**src/chat_pkg.sv**
```systemverilog
// ============================================================================
// chat_pkg: callsign hash table shared definitions
// Types, codes and sizes used by the controller, the datapath and the top.
// ============================================================================
package chat_pkg;

    // The table size must be a power of two so that probe indexes wrap by masking.
    localparam int TABLE_ENTRIES = 256;
    localparam int IDX_W         = $clog2(TABLE_ENTRIES);
    localparam int CNT_W         = 9;
    localparam int HASH_W        = 22;
    localparam int AGE_W         = 8;
    localparam int HEAD_W        = 64;
    localparam int TAIL_W        = 24;
    localparam int NAME_W        = HEAD_W + TAIL_W;
    localparam int NAME_CHARS    = NAME_W / 8;
    localparam int KEY_W         = 10;
    localparam int PROBE_MUL     = 23;
    localparam int PROD_W        = KEY_W + 5;
    localparam int STATUS_W      = 3;

    localparam logic [AGE_W-1:0] MAX_AGE_RST = 8'd10;

    localparam logic [1:0] REQ_ADD    = 2'd0;
    localparam logic [1:0] REQ_LOOKUP = 2'd1;
    localparam logic [1:0] REQ_SWEEP  = 2'd2;

    localparam logic [1:0] HW_22 = 2'd0;
    localparam logic [1:0] HW_12 = 2'd1;
    localparam logic [1:0] HW_10 = 2'd2;

    localparam logic [STATUS_W-1:0] ST_INSERTED  = 3'd0;
    localparam logic [STATUS_W-1:0] ST_REFRESHED = 3'd1;
    localparam logic [STATUS_W-1:0] ST_DROPPED   = 3'd2;
    localparam logic [STATUS_W-1:0] ST_HIT       = 3'd3;
    localparam logic [STATUS_W-1:0] ST_MISS      = 3'd4;
    localparam logic [STATUS_W-1:0] ST_SWEPT     = 3'd5;

    typedef struct packed {
        logic [HASH_W-1:0] hash;
        logic [AGE_W-1:0]  age;
        logic [HEAD_W-1:0] head;
        logic [TAIL_W-1:0] tail;
    } t_entry;

    typedef struct packed {
        logic                load;
        logic                rd;
        logic                ins;
        logic                refresh;
        logic                free;
        logic                age_inc;
        logic                next;
        logic                capture;
        logic                out_load;
        logic [STATUS_W-1:0] status;
    } t_cmd;

    typedef struct packed {
        logic [1:0] req_type;
        logic       name_empty;
        logic       used;
        logic       add_match;
        logic       look_match;
        logic       age_over;
        logic       last_probe;
        logic       last_index;
        logic       out_busy;
    } t_sts;

endpackage

```
**src/chat_ctrl.sv**
```systemverilog
// ============================================================================
// chat_ctrl: callsign hash table controller
// Sequences dispatch, probe reads, entry updates and result hand-off.
// ============================================================================
module chat_ctrl (
    input  logic           i_clk,
    input  logic           i_rst_n,
    input  logic           i_req_valid,
    output logic           o_req_ready,
    input  chat_pkg::t_sts i_sts,
    output chat_pkg::t_cmd o_cmd
);

    localparam logic [2:0] S_IDLE = 3'd0;
    localparam logic [2:0] S_DISP = 3'd1;
    localparam logic [2:0] S_RD   = 3'd2;
    localparam logic [2:0] S_CHK  = 3'd3;
    localparam logic [2:0] S_DONE = 3'd4;

    logic [2:0]                    r_state;
    logic [2:0]                    n_state;
    logic [chat_pkg::STATUS_W-1:0] r_status;
    logic [chat_pkg::STATUS_W-1:0] n_status;

    assign o_req_ready = (r_state == S_IDLE);

    always_comb begin
        n_state = r_state;
        n_status = r_status;
        o_cmd = '0;
        o_cmd.status = r_status;
        unique case (r_state)
            S_IDLE: begin
                if (i_req_valid) begin
                    o_cmd.load = 1'b1;
                    n_state = S_DISP;
                end
            end
            S_DISP: begin
                unique case (i_sts.req_type) inside
                    chat_pkg::REQ_ADD: begin
                        if (i_sts.name_empty) begin
                            n_status = chat_pkg::ST_DROPPED;
                            n_state = S_DONE;
                        end else begin
                            n_state = S_RD;
                        end
                    end
                    chat_pkg::REQ_LOOKUP, chat_pkg::REQ_SWEEP: begin
                        n_state = S_RD;
                    end
                    default: begin
                        n_status = chat_pkg::ST_MISS;
                        n_state = S_DONE;
                    end
                endcase
            end
            S_RD: begin
                o_cmd.rd = 1'b1;
                n_state = S_CHK;
            end
            S_CHK: begin
                n_state = S_RD;
                unique case (i_sts.req_type)
                    chat_pkg::REQ_ADD: begin
                        if (!i_sts.used) begin
                            o_cmd.ins = 1'b1;
                            n_status = chat_pkg::ST_INSERTED;
                            n_state = S_DONE;
                        end else if (i_sts.add_match) begin
                            o_cmd.refresh = 1'b1;
                            n_status = chat_pkg::ST_REFRESHED;
                            n_state = S_DONE;
                        end else if (i_sts.last_probe) begin
                            n_status = chat_pkg::ST_DROPPED;
                            n_state = S_DONE;
                        end else begin
                            o_cmd.next = 1'b1;
                        end
                    end
                    chat_pkg::REQ_LOOKUP: begin
                        if (!i_sts.used) begin
                            n_status = chat_pkg::ST_MISS;
                            n_state = S_DONE;
                        end else if (i_sts.look_match) begin
                            o_cmd.capture = 1'b1;
                            n_status = chat_pkg::ST_HIT;
                            n_state = S_DONE;
                        end else if (i_sts.last_probe) begin
                            n_status = chat_pkg::ST_MISS;
                            n_state = S_DONE;
                        end else begin
                            o_cmd.next = 1'b1;
                        end
                    end
                    default: begin
                        if (i_sts.used) begin
                            o_cmd.free = i_sts.age_over;
                            o_cmd.age_inc = !i_sts.age_over;
                        end
                        if (i_sts.last_index) begin
                            n_status = chat_pkg::ST_SWEPT;
                            n_state = S_DONE;
                        end else begin
                            o_cmd.next = 1'b1;
                        end
                    end
                endcase
            end
            S_DONE: begin
                if (!i_sts.out_busy) begin
                    o_cmd.out_load = 1'b1;
                    n_state = S_IDLE;
                end
            end
            default: begin
                n_state = S_IDLE;
            end
        endcase
    end

    always_ff @(posedge i_clk) begin
        if (!i_rst_n) begin
            r_state <= S_IDLE;
            r_status <= chat_pkg::ST_MISS;
        end else begin
            r_state <= n_state;
            r_status <= n_status;
        end
    end

endmodule

```
**config.mk**
```make
export PLATFORM = sky130hd
export DESIGN_NAME = chat_ctrl
export DESIGN_NICKNAME = d
export VERILOG_FILES = /design/src/chat_pkg.sv /design/src/chat_ctrl.sv
export SDC_FILE = /design/constraint.sdc
export NUM_CORES = 1
export LEC_CHECK = 0
export BUFFER_PORTS_ARGS = -buffer_cell sky130_fd_sc_hd__buf_4
export CELL_PAD_IN_SITES_DETAIL_PLACEMENT = 1
export CELL_PAD_IN_SITES_GLOBAL_PLACEMENT = 1
export CORE_MARGIN = 2
export CORE_UTILIZATION = 27
export CTS_CLUSTER_DIAMETER = 40
export CTS_CLUSTER_SIZE = 30
export DETAILED_ROUTE_END_ITERATION = 12
export HOLD_SLACK_MARGIN = 0.02
export PLACE_DENSITY = 0.73
export RECOVER_POWER = 25
export SLEW_MARGIN = 20
export SYNTH_ARGS = -nofsm -noshare
export SYNTH_HDL_FRONTEND = slang
export SYNTH_SLANG_ARGS = --single-unit
export TNS_END_PERCENT = 100
```
**constraint.sdc**
```tcl
create_clock -name i_clk -period 1.9 [get_ports i_clk]
set_clock_uncertainty 0.2 [all_clocks]
set_input_delay 0.095 -clock i_clk [delete_from_list [all_inputs] [get_ports i_clk]]
set_output_delay 0.095 -clock i_clk [all_outputs]
set_load 0.005 [all_outputs]
```
## Yosys cells after proc, flatten, opt, wreduce, memory -nomap -nowiden

Cells that the tools add are included.
W data, S select, Z words.

- Input port bits: 13
- Register bits after elaboration: 6
- Output and inout bits: 13

- Eq/ne operators: 13
- Mux-type cells: 44
- Reduce and logical (&&, ||, !) cells: 8

Operator list:

| operator | number |
|---|---|
| $mux W3 | 17 |
| $pmux W3 S2 | 5 |
| $mux W1 | 15 |
| $pmux W3 S5 | 1 |
| $ne A5 B5 Y1 const B | 2 |
| $mux W2 | 4 |
| $eq A3 B2 Y1 const B | 2 |
| $mux W6 | 1 |
| $ne A2 B2 Y1 const B | 3 |
| $reduce_and A6 Y1 | 1 |
| $ne A4 B4 Y1 const B | 1 |
| $reduce_or A2 Y1 | 2 |
| $eq A3 B1 Y1 const B | 1 |
| $eq A3 B3 Y1 const B | 1 |
| $logic_not A3 Y1 | 1 |
| $ne A3 B3 Y1 const B | 1 |
| $eq A2 B1 Y1 const B | 1 |
| $eq A2 B2 Y1 const B | 1 |
| $logic_not A2 Y1 | 1 |
| $pmux W1 S2 | 1 |
| $reduce_and A2 Y1 | 1 |
| $reduce_bool A2 Y1 | 1 |
| $logic_not A1 Y1 | 1 |

## Logic depth before layout (Yosys ltp)

- Depth after elaboration: 5
- Mapped depth: 7

## Worst setup path before layout

No wires, ideal clock.

- Kind: input to register
- From: input port i_sts[9] in the netlist's numbering
- To: register r_status[2] in the netlist's numbering
- Buffers on the path: 1
- Path slack: 0.128 ns
- Stages on the path: 7
- Setup time: 0.120 ns
- Data arrival time: 1.451 ns
- Cells stage by stage: inv_1 ha_1 buf_6 or3_4 and2_4 a21o_1 a211o_2

- Word-level cells in the longest chain between the ends: 4
- Elaborated cells on any way between the ends: 13
- Those cells by class: eq/ne: 7; mux: 3; reduce/logical: 3

Ends and longest elaborated chain:

| element | RTL line | RTL |
|---|---|---|
| start, declared | chat_ctrl.sv:10 | `input chat_pkg::t_sts i_sts,` |
| $eq A2 B1 Y1 or $eq A2 B2 Y1 (tied branches) | n/a |  |
| $reduce_or A2 Y1 | chat_ctrl.sv:40 | `unique case (i_sts.req_type) inside` |
| $pmux W3 S2 or $ne A2 B2 Y1 (tied branches) | n/a |  |
| $pmux W3 S2 or $reduce_and A6 Y1 (tied branches) | n/a |  |
| end signal, assigned | chat_ctrl.sv:125 | `r_status <= chat_pkg::ST_MISS;` |
| end signal, assigned | chat_ctrl.sv:128 | `r_status <= n_status;` |
| end, declared | chat_ctrl.sv:22 | `logic [chat_pkg::STATUS_W-1:0] r_status;` |

Several ways; a longest one is shown, not always the timed one.
A chain may end at the register's enable or synchronous reset.

==> impl_metrics.toml <==
[outcome]
status = "finished, final reports clean"

[grt]
grt_usage_pct = 15.8
use_met1_pct = 17.2
antenna_found_initial = 0
grt_max_degree = 11
top_usage_layer = "met2"
grt_first_pass_wirelength_mm = 2.86
grt_use_met3_pct = 2.47
grt_pass1_vias = 664
met2_usage_pct = 27.4
grt_overflow_total = 0

[cells_and_area]
diodes = 0
layout-drive-gt1-share_pct = 35.5
layout.cells.non_filler = 134
area_growth_pct = 55.7
nets = 125

[sta]
finalHoldViolCount = 0
finalCriticalPeriod_ns = 1.78
finalSetupViolCount = 0
maxSlewHeadroom_pct = 70.6
fmax_ghz = 0.562
tightestPinTransition_ns = 0.430
fin_crit_sh_pct = 93.7
slew_viol_final = 0
timing.setup.tns_ns = 0
rsz0062_at_grt = "false"

[detailed_routing]
drtPass1Iterations = 4
ant_nets = 0
drt_wl_total_mm = 1.66
first_iter_violations = 7
viasPerCell = 4.91
drc_errors = 0
dr_total_vias = 658
wl_per_cell_um = 12.4

[logic_synthesis]
netlist_area_um2 = 539
yosysWarnings = 0
synth_nets = 91
netlist_top_cells_count = "inv_1 (7), nand2_1 (7), nor2_1 (7), dfxtp_1 (6), nor3_1 (5)"
seq_area_frac_synth_pct = 22.3
synth_edf_count = 0
ys_seq_elements = 6
ys.flop_type = "dfxtp_1"
async_flop_share_pct = 0
syn_area_per_cell_um2 = 7.19
ys_top_cells_by_area = "dfxtp_1 (22%), ha_1 (7.0%), inv_1 (4.9%)"
synth.distinct_cells = 32
synth_cells = 75
netlist.area_leader.share_pct = 22.3
synth_top_area_cell = "dfxtp_1"

[placement]
dp_cells = 126
gp_congestion = 0.794
dp_hpwl_mm = 1.32
io_buffer_count = 25

[pwr]
power.density_nw_per_um2 = 450
ir_drop_uv = 211
power_mw = 0.378
power_leakage_nw = 0.375

[clocking]
htree_levels = 1
clock_path_buffers = 2
clock_latency_ns = 0.25
clk_pin_slew_worst_paths_ns = 0.04
root_buffer = "clkbuf_4"
clock-sinks = 6
cts_made_buffers = 3
cts_tree = "done"
post_cts_buffers = 0

[min_path]
hp-start = "i_sts[2]"
hold_path_class = "primary input to register"

[die]
die_h_um = 48.7
top_level_ports = 26
initial_core_util_pct = 28.1
core-area_um2 = 1920
dieArea_um2 = 2370
chipWidth_um = 48.7
fp-row-count = 16

[worst_setup_path]
worstPathMaxFanout = 8
critPathLaunch = "r_state[2]"
rr_startpoint = "r_state[2]"
setup.worst_path.start_class = "register"
cp_data_arrival_time_ns = 1.48
end_kind = "output port"
worstPathRequired_ns = 1.60
critical_path_class = "register to output port"

[run]
drv_cap = 0
## repair_timing
item / 4_1_cts / 5_1_grt
pin swaps: 0 / 1
resized for setup: 2 / 3
hold endpoints to repair: 6 / 0
hold buffers: 5 / 0
endpoints found under the setup margin: 1 / 2
## cells by family after synthesis
group,after synthesis,synth area share [%]
buffers and inverters,11,9.74
adders and majority gates,3,6.96
muxes,1,1.86
and+or+nand+nor,36,36.4
AOI/OAI and AO/OA,18,22.7
DFF,6,22.3
## layout by cell type (no fill, tap or decap), drive strengths merged
cell and count:
inv 7, nand3b 1, nor4 2, a211o 1, nor2 7, nand3 2, nand2b 2, a21oi 3
nand2 7, or3 1, o21ai 4, a2bb2oi 1, and2 2, a311oi 1, nor3b 1, a21o 1
clkbuf 6, dlygate4sd3 5, dfxtp 6, o21a 1, a2111oi 1, nor4b 1, ha 3, o211ai 1
and3b 1, nor2b 4, buf 25, mux2i 1, o22ai 1, a211oi 2, nor3 5, a22oi 1
## routing by layer
metal  vias up  wire (um)
met4         0         51
met1       312        699
met5         -          0
met2        12        856
met3         4         49
li1        330          -
## path summary, 6_finish.rpt
check             cells after the start           to  slack (ns)
setup reg to reg                      4  r_status[2]        0.20
hold reg to reg                       2  r_status[0]        0.28
setup / recovery                      4     o_cmd[7]        0.12
hold / removal                        5   r_state[2]        0.10
## flip-flops by register name, indices dropped and copies added, names as in the netlist
name and flops:
r_state 3, r_status 3
## per-stage QoR
stage          setup WS (ns)  hold WS [ns]  utilization (%)  cell area, um2
5_1_grt              0.00861         0.117             43.7             840
6_report               0.120         0.104             43.7             840
3_5_place_dp          0.0571         0.206             39.4             757
2_1_floorplan          0.128        0.0211                -             539
3_3_place_gp          0.0960         0.194             39.4             757
4_1_cts               0.0146         0.103             43.3             832
## power by group
part | leakage [nW] | total [mW] | internal [mW] | switching (mW)
logic | 0.312 | 0.113 | 0.0646 | 0.0484
clock network | 0.0138 | 0.121 | 0.0717 | 0.0497
registers | 0.0497 | 0.143 | 0.133 | 0.00973
total | 0.375 | 0.378 | 0.270 | 0.108
## layout make-up
type / instances / area, um2
inverter: 7 / 26.3
sequential: 6 / 123
clock buffer: 3 / 22.5
tap: 27 / 33.8
timing repair buffer: 33 / 260
fill: 260 / 1080
multi-input combinational: 58 / 374
## worst max-delay path, cell delays in order, from the launching register on
cell and delay (ns):
dfxtp_1 0.37, and3b_2 0.31, nand2_1 0.13, nor4b_2 0.27, buf_4 0.15
(Power assumes the default switching activity.)
